[config.mk]
export PLATFORM = sky130hd
export DESIGN_NAME = mandelbrot_escape_time
export DESIGN_NICKNAME = d
export VERILOG_FILES = /design/src/sv/mbe_pkg.sv /design/src/sv/mbe_regs.sv /design/src/sv/mbe_dimred.sv /design/src/sv/mbe_mul.sv /design/src/sv/mbe_core.sv /design/src/sv/mandelbrot_escape_time.sv
export SDC_FILE = /design/constraint.sdc
export NUM_CORES = 2
export LEC_CHECK = 0
export ABC_AREA = 1
export BUFFER_PORTS_ARGS = -buffer_cell sky130_fd_sc_hd__buf_2
export CORE_ASPECT_RATIO = 0.75
export CORE_MARGIN = 2
export CORE_UTILIZATION = 50
export CTS_CLUSTER_SIZE = 20
export DETAILED_ROUTE_END_ITERATION = 6
export GPL_ROUTABILITY_DRIVEN = 0
export PLACE_DENSITY = 0.65
export SETUP_SLACK_MARGIN = 0.05
export SLEW_MARGIN = 0
export SYNTH_ARGS = -nofsm -noshare
export SYNTH_HDL_FRONTEND = slang
export SYNTH_HIERARCHICAL = 1
export SYNTH_SLANG_ARGS = --single-unit
[constraint.sdc]
create_clock -name aclk -period 14 [get_ports aclk]
set_clock_uncertainty 0.15 [all_clocks]
set_input_delay 4.2 -clock aclk [delete_from_list [all_inputs] [get_ports aclk]]
set_output_delay 4.2 -clock aclk [all_outputs]
set_load 0.03 [all_outputs]
[src/sv/mbe_pkg.sv]
// ----------------------------------------------------------------------------
// mbe_pkg
// Shared types and constants of the Mandelbrot escape-time block.
// ----------------------------------------------------------------------------
package mbe_pkg;

    localparam int IDX_W     = 13;  // pixel column / row width
    localparam int ITER_W    = 16;  // iteration count port width
    localparam int Q_W       = 32;  // Q4.28 word
    localparam int STEP_W    = 31;
    localparam int ESC_W     = 4;
    localparam int FRAC_BITS = 28;
    localparam int PADDR_W   = 5;
    localparam int PDATA_W   = 32;

    localparam logic [2:0] REG_RE_ORIGIN = 3'd0;
    localparam logic [2:0] REG_IM_ORIGIN = 3'd1;
    localparam logic [2:0] REG_RE_STEP   = 3'd2;
    localparam logic [2:0] REG_IM_STEP   = 3'd3;
    localparam logic [2:0] REG_MAX_ITER  = 3'd4;
    localparam logic [2:0] REG_ESC_LIMIT = 3'd5;

    typedef struct packed {
        logic signed [Q_W-1:0] re_origin;
        logic signed [Q_W-1:0] im_origin;
        logic [STEP_W-1:0]     re_step;
        logic [STEP_W-1:0]     im_step;
        logic [ITER_W-1:0]     max_iter;
        logic [ESC_W-1:0]      escape_limit;
    } cfg_t;

    typedef struct packed {
        logic load;
        logic step;
    } red_ctrl_t;

    typedef enum logic [3:0] {
        ST_IDLE,
        ST_REDUCE,
        ST_MAP_RE,
        ST_MAP_IM,
        ST_MAP_END,
        ST_SQR_R,
        ST_SQR_I,
        ST_CROSS,
        ST_UPD,
        ST_DONE
    } state_t;

endpackage

[src/sv/mbe_regs.sv]
// ----------------------------------------------------------------------------
// mbe_regs
// APB configuration registers: origin, step, iteration limit, escape bound.
// ----------------------------------------------------------------------------
module mbe_regs
    import mbe_pkg::*;
(
    input  logic               aclk,
    input  logic               aresetn,
    input  logic               psel,
    input  logic               penable,
    input  logic               pwrite,
    input  logic [PADDR_W-1:0] paddr,
    input  logic [PDATA_W-1:0] pwdata,
    output logic [PDATA_W-1:0] prdata,
    output logic               pready,
    output cfg_t               cfg_o
);

    cfg_t        cfg_reg;
    logic [2:0]  reg_idx;
    logic        wr_en;

    assign pready  = 1'b1;
    assign reg_idx = paddr[4:2];
    assign wr_en   = psel && penable && pwrite;
    assign cfg_o   = cfg_reg;

    always_ff @(posedge aclk) begin
        if (!aresetn) begin
            cfg_reg.re_origin    <= 32'shE000_0000;
            cfg_reg.im_origin    <= 32'shE000_0000;
            cfg_reg.re_step      <= 31'd214748;
            cfg_reg.im_step      <= 31'd214748;
            cfg_reg.max_iter     <= 16'd200;
            cfg_reg.escape_limit <= 4'd4;
        end else if (wr_en) begin
            case (reg_idx)
                REG_RE_ORIGIN: cfg_reg.re_origin    <= pwdata;
                REG_IM_ORIGIN: cfg_reg.im_origin    <= pwdata;
                REG_RE_STEP:   cfg_reg.re_step      <= pwdata[STEP_W-1:0];
                REG_IM_STEP:   cfg_reg.im_step      <= pwdata[STEP_W-1:0];
                REG_MAX_ITER:  cfg_reg.max_iter     <= pwdata[ITER_W-1:0];
                REG_ESC_LIMIT: cfg_reg.escape_limit <= pwdata[ESC_W-1:0];
                default: ;
            endcase
        end
    end

    always_comb begin
        case (reg_idx)
            REG_RE_ORIGIN: prdata = cfg_reg.re_origin;
            REG_IM_ORIGIN: prdata = cfg_reg.im_origin;
            REG_RE_STEP:   prdata = {1'b0, cfg_reg.re_step};
            REG_IM_STEP:   prdata = {1'b0, cfg_reg.im_step};
            REG_MAX_ITER:  prdata = {16'd0, cfg_reg.max_iter};
            REG_ESC_LIMIT: prdata = {28'd0, cfg_reg.escape_limit};
            default:       prdata = '0;
        endcase
    end

endmodule

[src/sv/mbe_dimred.sv]
// ----------------------------------------------------------------------------
// mbe_dimred
// Remainder of a pixel index modulo the picture dimension, by reciprocal
// multiplication over two steps.
// ----------------------------------------------------------------------------
module mbe_dimred
    import mbe_pkg::*;
#(
    parameter int MAX_DIM = 8192
) (
    input  logic             aclk,
    input  red_ctrl_t        ctrl_i,
    input  logic [IDX_W-1:0] value_i,
    output logic [IDX_W-1:0] rem_o
);

    // floor(x * RECIP / 2^SHIFT) is the exact quotient for every IDX_W-bit x
    localparam int                 SHIFT   = IDX_W + $clog2(MAX_DIM);
    localparam int                 RECIP_W = IDX_W + 2;
    localparam longint             RECIP   = ((longint'(1) << SHIFT) + longint'(MAX_DIM) - 1)
                                             / longint'(MAX_DIM);
    localparam logic [RECIP_W-1:0] RECIP_C = RECIP_W'(RECIP);
    localparam logic [IDX_W-1:0]   DIM_LO  = IDX_W'(MAX_DIM);

    logic [IDX_W-1:0]         value_reg;
    logic [IDX_W-1:0]         quot_reg;
    logic [IDX_W-1:0]         rem_reg;
    logic [IDX_W+RECIP_W-1:0] scaled;
    logic [2*IDX_W-1:0]       back;

    assign scaled = value_reg * RECIP_C;
    assign back   = quot_reg * DIM_LO;
    assign rem_o  = rem_reg;

    // first step forms the quotient, second the remainder
    always_ff @(posedge aclk) begin
        if (ctrl_i.load) begin
            value_reg <= value_i;
        end else if (ctrl_i.step) begin
            quot_reg <= IDX_W'(scaled >> SHIFT);
            rem_reg  <= value_reg - back[IDX_W-1:0];
        end
    end

endmodule

[src/sv/mbe_mul.sv]
// ----------------------------------------------------------------------------
// mbe_mul
// Shared signed 32x32 multiplier with registered product.
// ----------------------------------------------------------------------------
module mbe_mul
    import mbe_pkg::*;
(
    input  logic                    aclk,
    input  logic signed [Q_W-1:0]   a_i,
    input  logic signed [Q_W-1:0]   b_i,
    output logic signed [2*Q_W-1:0] p_o
);

    logic signed [2*Q_W-1:0] p_reg;

    assign p_o = p_reg;

    always_ff @(posedge aclk) begin
        p_reg <= a_i * b_i;
    end

endmodule

[src/sv/mbe_core.sv]
// ----------------------------------------------------------------------------
// mbe_core
// Sequencer: index reduction, point mapping and the z = z*z + c loop,
// all mapping and loop products through one shared multiplier.
// ----------------------------------------------------------------------------
module mbe_core
    import mbe_pkg::*;
#(
    parameter int MAX_DIM   = 8192,
    parameter int ITER_BITS = 16
) (
    input  logic              aclk,
    input  logic              aresetn,
    input  cfg_t              cfg_i,
    input  logic              s_valid,
    output logic              s_ready,
    input  logic [IDX_W-1:0]  s_col,
    input  logic [IDX_W-1:0]  s_row,
    output logic              m_valid,
    input  logic              m_ready,
    output logic [ITER_W-1:0] m_iterations
);

    localparam int CNT_W      = (ITER_BITS < ITER_W) ? ITER_BITS : ITER_W;
    localparam int RED_CYCLES = 2;
    localparam int RCNT_W     = $clog2(RED_CYCLES);
    localparam logic [RCNT_W-1:0] RED_LAST = RCNT_W'(RED_CYCLES - 1);
    localparam int SUM_W      = 48;

    typedef struct packed {
        logic signed [Q_W-1:0] q;
        logic                  over;
    } sat_t;

    function automatic sat_t sat_q(input logic signed [SUM_W-1:0] v);
        sat_t r;
        r.over = 1'b0;
        r.q    = v[Q_W-1:0];
        if (v[SUM_W-1] && !(&v[SUM_W-2:Q_W-1])) begin
            r.over = 1'b1;
            r.q    = {1'b1, {(Q_W-1){1'b0}}};
        end else if (!v[SUM_W-1] && (|v[SUM_W-2:Q_W-1])) begin
            r.over = 1'b1;
            r.q    = {1'b0, {(Q_W-1){1'b1}}};
        end
        return r;
    endfunction

    state_t                  state_reg, state_next;
    logic [RCNT_W-1:0]       red_cnt_reg, red_cnt_next;
    logic signed [Q_W-1:0]   cre_reg, cre_next;
    logic signed [Q_W-1:0]   cim_reg, cim_next;
    logic signed [Q_W-1:0]   zr_reg, zr_next;
    logic signed [Q_W-1:0]   zi_reg, zi_next;
    logic signed [2*Q_W-1:0] rr_reg, rr_next;
    logic signed [2*Q_W-1:0] diff_reg, diff_next;
    logic                    over_reg, over_next;
    logic [CNT_W-1:0]        count_reg, count_next;
    logic                    m_valid_reg, m_valid_next;
    logic [ITER_W-1:0]       m_iter_reg, m_iter_next;

    red_ctrl_t               red_ctrl;
    logic [IDX_W-1:0]        col_mod, row_mod;
    logic signed [Q_W-1:0]   mul_a, mul_b;
    logic signed [2*Q_W-1:0] prod;

    logic [2*Q_W-1:0]        norm, bound;
    logic [CNT_W-1:0]        limit;
    logic                    keep, out_free;
    logic signed [SUM_W-1:0] map_sum, upd_re_sum, upd_im_sum;
    sat_t                    sat_map, sat_re, sat_im;

    mbe_dimred #(.MAX_DIM(MAX_DIM)) u_red_col (
        .aclk    (aclk),
        .ctrl_i  (red_ctrl),
        .value_i (s_col),
        .rem_o   (col_mod)
    );

    mbe_dimred #(.MAX_DIM(MAX_DIM)) u_red_row (
        .aclk    (aclk),
        .ctrl_i  (red_ctrl),
        .value_i (s_row),
        .rem_o   (row_mod)
    );

    mbe_mul u_mul (
        .aclk (aclk),
        .a_i  (mul_a),
        .b_i  (mul_b),
        .p_o  (prod)
    );

    assign s_ready      = (state_reg == ST_IDLE);
    assign m_valid      = m_valid_reg;
    assign m_iterations = m_iter_reg;

    assign limit    = cfg_i.max_iter[CNT_W-1:0];
    assign bound    = {4'd0, cfg_i.escape_limit, 56'd0};
    assign norm     = $unsigned(rr_reg) + $unsigned(prod);
    assign keep     = (count_reg < limit) && !over_reg && (norm < bound);
    assign out_free = !m_valid_reg || m_ready;

    always_comb begin
        if (state_reg == ST_MAP_IM) begin
            map_sum = {{(SUM_W-Q_W){cfg_i.re_origin[Q_W-1]}}, cfg_i.re_origin}
                    + {4'd0, prod[43:0]};
        end else begin
            map_sum = {{(SUM_W-Q_W){cfg_i.im_origin[Q_W-1]}}, cfg_i.im_origin}
                    + {4'd0, prod[43:0]};
        end
        upd_re_sum = {{12{diff_reg[2*Q_W-1]}}, diff_reg[2*Q_W-1:FRAC_BITS]}
                   + {{(SUM_W-Q_W){cre_reg[Q_W-1]}}, cre_reg};
        upd_im_sum = {{11{prod[2*Q_W-1]}}, prod[2*Q_W-1:FRAC_BITS-1]}
                   + {{(SUM_W-Q_W){cim_reg[Q_W-1]}}, cim_reg};
        sat_map = sat_q(map_sum);
        sat_re  = sat_q(upd_re_sum);
        sat_im  = sat_q(upd_im_sum);
    end

    always_comb begin
        state_next = state_reg;
        case (state_reg)
            ST_IDLE: begin
                if (s_valid) begin
                    state_next = ST_REDUCE;
                end
            end
            ST_REDUCE: begin
                if (red_cnt_reg == RED_LAST) begin
                    state_next = ST_MAP_RE;
                end
            end
            ST_MAP_RE:  state_next = ST_MAP_IM;
            ST_MAP_IM:  state_next = ST_MAP_END;
            ST_MAP_END: state_next = ST_SQR_R;
            ST_SQR_R:   state_next = ST_SQR_I;
            ST_SQR_I:   state_next = ST_CROSS;
            ST_CROSS: begin
                if (count_reg == '0 || keep) begin
                    state_next = ST_UPD;
                end else begin
                    state_next = ST_DONE;
                end
            end
            ST_UPD:     state_next = ST_SQR_R;
            ST_DONE: begin
                if (out_free) begin
                    state_next = ST_IDLE;
                end
            end
            default:    state_next = ST_IDLE;
        endcase
    end

    always_comb begin
        red_ctrl      = '0;
        mul_a         = zr_reg;
        mul_b         = zr_reg;
        red_cnt_next  = red_cnt_reg;
        cre_next      = cre_reg;
        cim_next      = cim_reg;
        zr_next       = zr_reg;
        zi_next       = zi_reg;
        rr_next       = rr_reg;
        diff_next     = diff_reg;
        over_next     = over_reg;
        count_next    = count_reg;
        m_valid_next  = m_valid_reg && !m_ready;
        m_iter_next   = m_iter_reg;
        case (state_reg)
            ST_IDLE: begin
                red_ctrl.load = s_valid;
                red_cnt_next  = '0;
            end
            ST_REDUCE: begin
                red_ctrl.step = 1'b1;
                red_cnt_next  = red_cnt_reg + 1'b1;
            end
            ST_MAP_RE: begin
                mul_a = {{(Q_W-IDX_W){1'b0}}, col_mod};
                mul_b = {1'b0, cfg_i.re_step};
            end
            ST_MAP_IM: begin
                mul_a    = {{(Q_W-IDX_W){1'b0}}, row_mod};
                mul_b    = {1'b0, cfg_i.im_step};
                cre_next = sat_map.q;
            end
            ST_MAP_END: begin
                cim_next   = sat_map.q;
                zr_next    = '0;
                zi_next    = '0;
                over_next  = 1'b0;
                count_next = '0;
            end
            ST_SQR_R: begin
                mul_a = zr_reg;
                mul_b = zr_reg;
            end
            ST_SQR_I: begin
                mul_a   = zi_reg;
                mul_b   = zi_reg;
                rr_next = prod;
            end
            ST_CROSS: begin
                mul_a     = zr_reg;
                mul_b     = zi_reg;
                diff_next = rr_reg - prod;
            end
            ST_UPD: begin
                zr_next    = sat_re.q;
                zi_next    = sat_im.q;
                over_next  = sat_re.over || sat_im.over;
                count_next = count_reg + 1'b1;
            end
            ST_DONE: begin
                if (out_free) begin
                    m_valid_next = 1'b1;
                    m_iter_next  = ITER_W'(count_reg);
                end
            end
            default: ;
        endcase
    end

    always_ff @(posedge aclk) begin
        if (!aresetn) begin
            state_reg   <= ST_IDLE;
            m_valid_reg <= 1'b0;
            red_cnt_reg <= '0;
            count_reg   <= '0;
            over_reg    <= 1'b0;
        end else begin
            state_reg   <= state_next;
            m_valid_reg <= m_valid_next;
            red_cnt_reg <= red_cnt_next;
            count_reg   <= count_next;
            over_reg    <= over_next;
        end
    end

    always_ff @(posedge aclk) begin
        cre_reg    <= cre_next;
        cim_reg    <= cim_next;
        zr_reg     <= zr_next;
        zi_reg     <= zi_next;
        rr_reg     <= rr_next;
        diff_reg   <= diff_next;
        m_iter_reg <= m_iter_next;
    end

endmodule

[src/sv/mandelbrot_escape_time.sv]
// ----------------------------------------------------------------------------
// mandelbrot_escape_time
// Escape-time count for one pixel: maps column/row to c in Q4.28 and
// iterates z = z*z + c until escape, overflow or the iteration limit.
//
//   channel  ports                       request
//   s_       s_valid/s_ready             s_col, s_row
//   m_       m_valid/m_ready             m_iterations
//   cfg      psel/penable/pwrite/pready  paddr, pwdata, prdata
//
// A request passes through index reduction and point mapping, then for each
// iteration three products on the single shared 32x32 multiplier and one
// update, then a test of the last point, the hand-over of the count (held
// while the output register is full) and a return to idle.
// s_ready is high only while idle; a finished count waits in the output
// register and the next request is taken meanwhile.
// Synchronous active-low reset; configuration and control registers return to their defaults.
// ----------------------------------------------------------------------------
module mandelbrot_escape_time
    import mbe_pkg::*;
#(
    parameter int MAX_DIM   = 8192,
    parameter int ITER_BITS = 16
) (
    input  logic               aclk,
    input  logic               aresetn,
    input  logic               psel,
    input  logic               penable,
    input  logic               pwrite,
    input  logic [PADDR_W-1:0] paddr,
    input  logic [PDATA_W-1:0] pwdata,
    output logic [PDATA_W-1:0] prdata,
    output logic               pready,
    input  logic               s_valid,
    output logic               s_ready,
    input  logic [IDX_W-1:0]   s_col,
    input  logic [IDX_W-1:0]   s_row,
    output logic               m_valid,
    input  logic               m_ready,
    output logic [ITER_W-1:0]  m_iterations
);

    cfg_t cfg;

    mbe_regs u_regs (
        .aclk    (aclk),
        .aresetn (aresetn),
        .psel    (psel),
        .penable (penable),
        .pwrite  (pwrite),
        .paddr   (paddr),
        .pwdata  (pwdata),
        .prdata  (prdata),
        .pready  (pready),
        .cfg_o   (cfg)
    );

    mbe_core #(
        .MAX_DIM   (MAX_DIM),
        .ITER_BITS (ITER_BITS)
    ) u_core (
        .aclk         (aclk),
        .aresetn      (aresetn),
        .cfg_i        (cfg),
        .s_valid      (s_valid),
        .s_ready      (s_ready),
        .s_col        (s_col),
        .s_row        (s_row),
        .m_valid      (m_valid),
        .m_ready      (m_ready),
        .m_iterations (m_iterations)
    );

endmodule

# Word-level counts from Yosys, hierarchy flattened
# Index checks and enable logic that the tools add are counted.
[totals]
ff_bits = 557
latchBits = 0
ramBits = 0
mem_bits_ro = 0
inputBits = 70
output_inout_bits = 51
memories = 0
[classes]
add_sub_neg = 8
multipliers = 1
n_div = 0
magnitude_cmp = 2
n_eq_ne = 17
n_shift = 0
n_mux = 24
bitwise = 1
reduce_logical = 45
[ops]
columns = ["operator", "n"]
rows = [
  ["$mux W33", 6],
  ["$pmux W32 S3", 2],
  ["$pmux W32 S6", 1],
  ["$pmux W32 S2", 2],
  ["$add A32 B45 Y46", 2],
  ["$add A64 B64 Y64", 1],
  ["$lt A64 B60 Y1", 1],
  ["$mul A32 B32 Y64", 1],
  ["$sub A64 B64 Y64", 1],
  ["$mux W48", 1],
  ["$reduce_and A16 Y1", 3],
  ["$reduce_or A16 Y1", 3],
  ["$add A37 B32 Y38", 1],
  ["$add A36 B32 Y37", 1],
  ["$pmux W4 S9", 1],
  ["$pmux W16 S2", 1],
  ["$add A16 B1 Y16 const B", 1],
  ["$eq A4 B3 Y1 const B", 4],
  ["$logic_not A16 Y1", 1],
  ["$lt A16 B16 Y1", 1],
  ["$reduce_and A2 Y1", 8],
  ["$mux W4", 3],
  ["$logic_and A1 B1 Y1", 11],
  ["$logic_not A1 Y1", 9],
  ["18 further kinds", 32],
]

# Longest topological paths before layout
[depth]
depth_word = 7
depth_mapped = 40

# By module
# Netlist, hierarchy kept.
[modules_own_cells]
columns = ["module", "instances", "cells_per_inst", "area_each_um2"]
rows = [
  ["mbe_mul", 1, 5057, 39987.1],
  ["mbe_core", 1, 4000, 27136.0],
  ["mbe_regs", 1, 1136, 7098.1],
  ["mbe_dimred", 2, 28, 790.8],
]

# Least setup slack after synthesis
# No wires, ideal clock.
[synth_timing]
path_kind = "reg-to-reg"
start = "register u_core.state_reg[0]"
end = "register u_core.u_mul.p_reg[57] (netlist: u_core/u_mul/p_o[57])"
arrival_ns = 10.939
setup_slack_ns = 2.798
stages_incl_launch_ff = 35
path_buffers = 3
period_less_slack_ns = 11.202
path_cell_list = "dfxtp_1 -> buf_2 -> inv_1 -> nand3_1 -> nor2_1 -> inv_1 -> clkbuf_1 -> o22ai_1 -> clkbuf_1 -> nand2_1 -> inv_1 -> fa_1 -> inv_1 -> fa_1 -> inv_1 -> fa_1 -> fa_1 -> inv_1 -> fa_1 -> inv_1 -> fa_1 -> inv_1 -> fa_1 -> inv_1 -> fa_1 -> ha_1 -> a21oi_1 -> nor2_1 -> nor2_1 -> nor2_1 -> or2_0 -> nor2_1 -> nand3_1 -> nand2_1 -> nand2_1"
[synth_lines]
columns = ["item", "line_no", "text"]
rows = [
  ["start: declaration", "mbe_core.sv:49", "state_t state_reg, state_next;"],
  ["start signal: assignment", "mbe_core.sv:234", "state_reg <= state_next;"],
  ["$eq A4 B3 Y1 / $eq A4 B2 Y1 (equally long branches)", "mbe_core.sv:171", "case (state_reg)"],
  ["$pmux W32 S3 (*)", "mbe_core.sv:171", ""],
  ["named net u_core.mul_a[31]", "mbe_core.sv:64", "logic signed [Q_W-1:0] mul_a, mul_b;"],
  ["$mul A32 B32 Y64 (*)", "mbe_mul.sv:19", "p_reg <= a_i * b_i;"],
  ["end signal: assignment", "mbe_mul.sv:19", ""],
  ["end: declaration", "mbe_mul.sv:14", "logic signed [2*Q_W-1:0] p_reg;"],
]
# The timed path passes the listed nets; every way through them passes the cells marked *.
# A chain may end at the register's enable or synchronous reset.

# Final worst setup path
[layout_timing]
start = "register u_core.state_reg[0]"
end = "register u_core.u_mul.p_reg[58] (netlist: u_core/u_mul/p_o[58])"
[layout_between]
elab_chain_cells = 4
[layout_lines]
columns = ["item", "line_no"]
rows = [
  ["$eq A4 B3 Y1", "mbe_core.sv:171"],
  ["$reduce_or A2 Y1 (no line)", "n/a"],
  ["$pmux W32 S3 (*)", "mbe_core.sv:171"],
  ["named net u_core.mul_b[3]", "mbe_core.sv:64"],
  ["$mul A32 B32 Y64 (*)", "mbe_mul.sv:19"],
]
# Marks and branches as above.

==> impl_results.rst <==
.. list-table::
   :header-rows: 1

   * - Metric
     - Value
   * - Antenna Nets Post-Route
     - 0
   * - Worst-case setup margin in the final layout
     - 1.73 ns
   * - Total overflow reported by the global router
     - 0
   * - Floorplan die width
     - 454 um
   * - Max FFs per register
     - 146
   * - Post-CTS setup-driven buffer insertion count
     - 0
   * - Sum Neg Setup Slack
     - 0 ns
   * - Wire length of the first global-routing pass
     - 397000 um
   * - Worst-path maximum fanout
     - 47
   * - Synth warn
     - 6
   * - Count of routing violations after the opening detailed-route iteration
     - 8227
   * - Biggest area contributors in the synthesized netlist
     - sky130_fd_sc_hd__fa_1 (29%), sky130_fd_sc_hd__nand2_1 (14%), sky130_fd_sc_hd__edfxtp_1 (12%), sky130_fd_sc_hd__inv_1 (12%), sky130_fd_sc_hd__ha_1 (7.4%)
   * - Minimum clock period after layout
     - 12.27 ns
   * - Cell at the root of the clock tree
     - sky130_fd_sc_hd__clkbuf_16
   * - Largest stage delay on the critical path
     - 1.07 ns
   * - Number of sinks driven by the clock tree
     - 529
   * - Count of endpoints failing setup in the final report
     - 0
   * - Largest net degree at the start of global routing
     - 91
   * - Leading register cell type out of synthesis
     - sky130_fd_sc_hd__edfxtp_1
   * - Fraction of registers with async set/reset
     - 0
   * - Share of the clock period used by the worst path
     - 0.877
   * - Relative max-transition margin
     - 0.142
   * - H-tree lvl count
     - 2
   * - Class of the worst hold path
     - reg -> reg
   * - Post-Syn Instances
     - 10200
   * - Critical path required time
     - 14.39 ns
   * - Initial antenna violation count
     - 12
   * - Sequential fraction of the synthesis area
     - 0.179
   * - Top achievable clock speed
     - 81.5 MHz
   * - Pins over their slew limit
     - 0
   * - Number of detailed-route iterations in the first pass
     - 7
   * - Synth cell types
     - 67
   * - Status
     - complete, but fails checks
   * - Clock-pin slew on the worst setup and hold paths
     - 0.06 ns
   * - Internal reg-to-reg setup slack
     - 1.73 ns
   * - Synthesized area divided by synthesized cell count
     - 7.40 sq um
   * - TritonCTS clock tree
     - built
   * - Buffers from clock root to sink, at most
     - 3
   * - Floorplan core area
     - 150000 sq um
   * - Kind of start point of the critical path
     - flop
   * - Vias
     - 67700
   * - Total CTS buffers
     - 61
   * - Die Outline Area
     - 155000 sq um
   * - Violations in the final reports
     - DRC
   * - Transition at the pin with the smallest max-transition slack
     - 1.27 ns
   * - Max-capacitance violation count
     - 0
   * - Capturing element type of the critical path
     - flop
   * - DR DRC count
     - 14
   * - Top-Level Pins
     - 121
   * - Final Hold Violating Endpoints
     - 0
   * - Synthesized Nets
     - 11900
   * - CP Class
     - reg -> reg
   * - Number of flip-flops and latches in the synthesized netlist
     - 529
   * - Clock insertion delay at the later pin of the skew report
     - 0.72 ns
   * - GRT Resource Usage Total
     - 0.338
   * - Number of global-route vias before repair
     - 66400
   * - Cell area after technology mapping
     - 75800 sq um
   * - Hold_buf cts
     - 0
   * - Port Buffer Count
     - 117
   * - Worst-path cell with the longest stage delay
     - sky130_fd_sc_hd__fa_1
   * - Site Rows
     - 123
   * - Fraction of synthesized cell area taken by the top area cell type
     - 0.287
   * - Fraction of final layout cells with drive strength greater than 1
     - 0.0547
   * - Vertical die dimension
     - 341 um
   * - Unrepaired setup endpoints after global routing
     - no
   * - Number of synthesized flops with an enable pin
     - 296
   * - Growth of design area from synthesis to finish
     - 6.45%
   * - CP Data Arrival Time
     - 12.66 ns
   * - DR vias/cell
     - 5.52
   * - Half-perimeter wire length of the detailed placement result
     - 209000 um
   * - Detailed-route wire length
     - 260000 um
   * - Initial Utilization
     - 0.505
   * - Worst slack at placement
     - 1.92 ns
   * - Largest area contributor in the synthesized netlist
     - sky130_fd_sc_hd__fa_1
   * - Post-cts repair resize count
     - 0
   * - Fillers
     - 14400
   * - Nets
     - 11800
   * - WL/cell
     - 21.2 um
metal layers:
layer | wire length (um) | track usage | vias up
li1 | - | - | 30600
met1 | 106000 | 0.468 | 32400
met2 | 105000 | 0.479 | 3948
met3 | 35300 | 0.110 | 644
met4 | 13900 | 0.155 | 4
met5 | 71 | 0 | -
Yosys cell counts, types with 52 or more instances:
| cell | n |
|---|---|
| sky130_fd_sc_hd__a31oi_1 | 66 |
| sky130_fd_sc_hd__clkbuf_1 | 265 |
| sky130_fd_sc_hd__o21bai_1 | 52 |
| sky130_fd_sc_hd__edfxtp_1 | 296 |
| sky130_fd_sc_hd__a21oi_1 | 436 |
| sky130_fd_sc_hd__nand2_1 | 2840 |
| sky130_fd_sc_hd__xor2_1 | 104 |
| sky130_fd_sc_hd__nor2_1 | 879 |
| sky130_fd_sc_hd__o21ai_0 | 198 |
| sky130_fd_sc_hd__nand4_1 | 91 |
| sky130_fd_sc_hd__ha_1 | 446 |
| sky130_fd_sc_hd__nor3_1 | 54 |
| sky130_fd_sc_hd__nand3_1 | 338 |
| sky130_fd_sc_hd__fa_1 | 1085 |
| sky130_fd_sc_hd__dfxtp_1 | 233 |
| sky130_fd_sc_hd__inv_1 | 2358 |
placed cells by master, fill, tap and decap left out, drive strengths merged, types with 4 or more instances in the layout:
cell and instances:
buf 209, dfxtp 233, nor2 923, nor4 22
and3 8, a211oi 7, ha 446, fa 1085
nand3b 5, a311oi 4, and2 9, xor2 105
edfxtp 296, a221oi 13, a22oi 5, bufinv 6
nand2 2866, nand4 91, o22ai 17, nor3 60
clkbuf 79, a21oi 472, inv 2394, o21ai 222
o2111ai 26, nand3 352, a21o 28, o21bai 52
diode 15, a31oi 66, a21boi 10, o211ai 7
o21a 11, xnor2 44, or2 24, clkinv 20
final cells by class:
type / instances / area (sq um) / area share
flip-flops and latches: 529 / 13600 / 0.168
clock inverters: 33 / 430 / 0.00533
diodes: 15 / 37.5 / 0.000465
inverters: 2389 / 8970 / 0.111
repair buffers: 209 / 1280 / 0.0158
multi-input cells: 6997 / 52200 / 0.647
well taps: 2000 / 2500 / 0.0310
clock buffers: 79 / 1680 / 0.0209
path summary, 6_finish.rpt:
path / endpoint / start / cells past startpoint
setup / recovery: u_core/u_mul/p_o[58]$_DFF_P_ / u_core/state_reg[0]$_SDFFE_PN0P_ / 32
hold / removal: u_core/u_red_col/rem_o[7]$_DFFE_PP_ / u_core/u_red_col/value_reg[7]$_DFFE_PP_ / 0
setup reg to reg: u_core/u_mul/p_o[58]$_DFF_P_ / u_core/state_reg[0]$_SDFFE_PN0P_ / 32
hold reg to reg: u_core/u_red_col/rem_o[7]$_DFFE_PP_ / u_core/u_red_col/value_reg[7]$_DFFE_PP_ / 0
metrics by stage:
step                      hold slack, ns  instance area (sq um)  utilization  cells
after floorplan                    0.250                  75800            -  10200
after global placement             0.252                  78500        0.523  12100
after detailed placement           0.255                  78500        0.523  12100
after CTS                          0.269                  80700        0.537  12200
after global routing               0.276                  80700        0.537  12200
final                              0.267                  80700        0.537  12300
critical path: cells and delay by family (launching register included):
family,cells,cell delay (ns)
adder cells (fa/ha/maj),9,5.35
buffers and inverters,10,3.25
AND/OR/NAND/NOR,12,2.85
flip-flops,1,0.32
AO/OA/AOI/OAI,1,0.07
kinds of logic (layout without fill, tap and decap cells):
| group | Yosys count | count (layout) | share of synthesized area |
|---|---|---|---|
| xor+xnor | 149 | 149 | 0.0175 |
| simple gates | 4363 | 4363 | 0.233 |
| buf+inv | 2723 | 2710 | 0.137 |
| other cells | 1 | 16 | 0.0000495 |
| fa+ha+maj | 1531 | 1531 | 0.360 |
| flops | 529 | 529 | 0.179 |
| compound gates | 953 | 953 | 0.0732 |
Power is not shown: default switching activity piles up to over one toggle a cycle in this logic, so the estimate is an artifact.
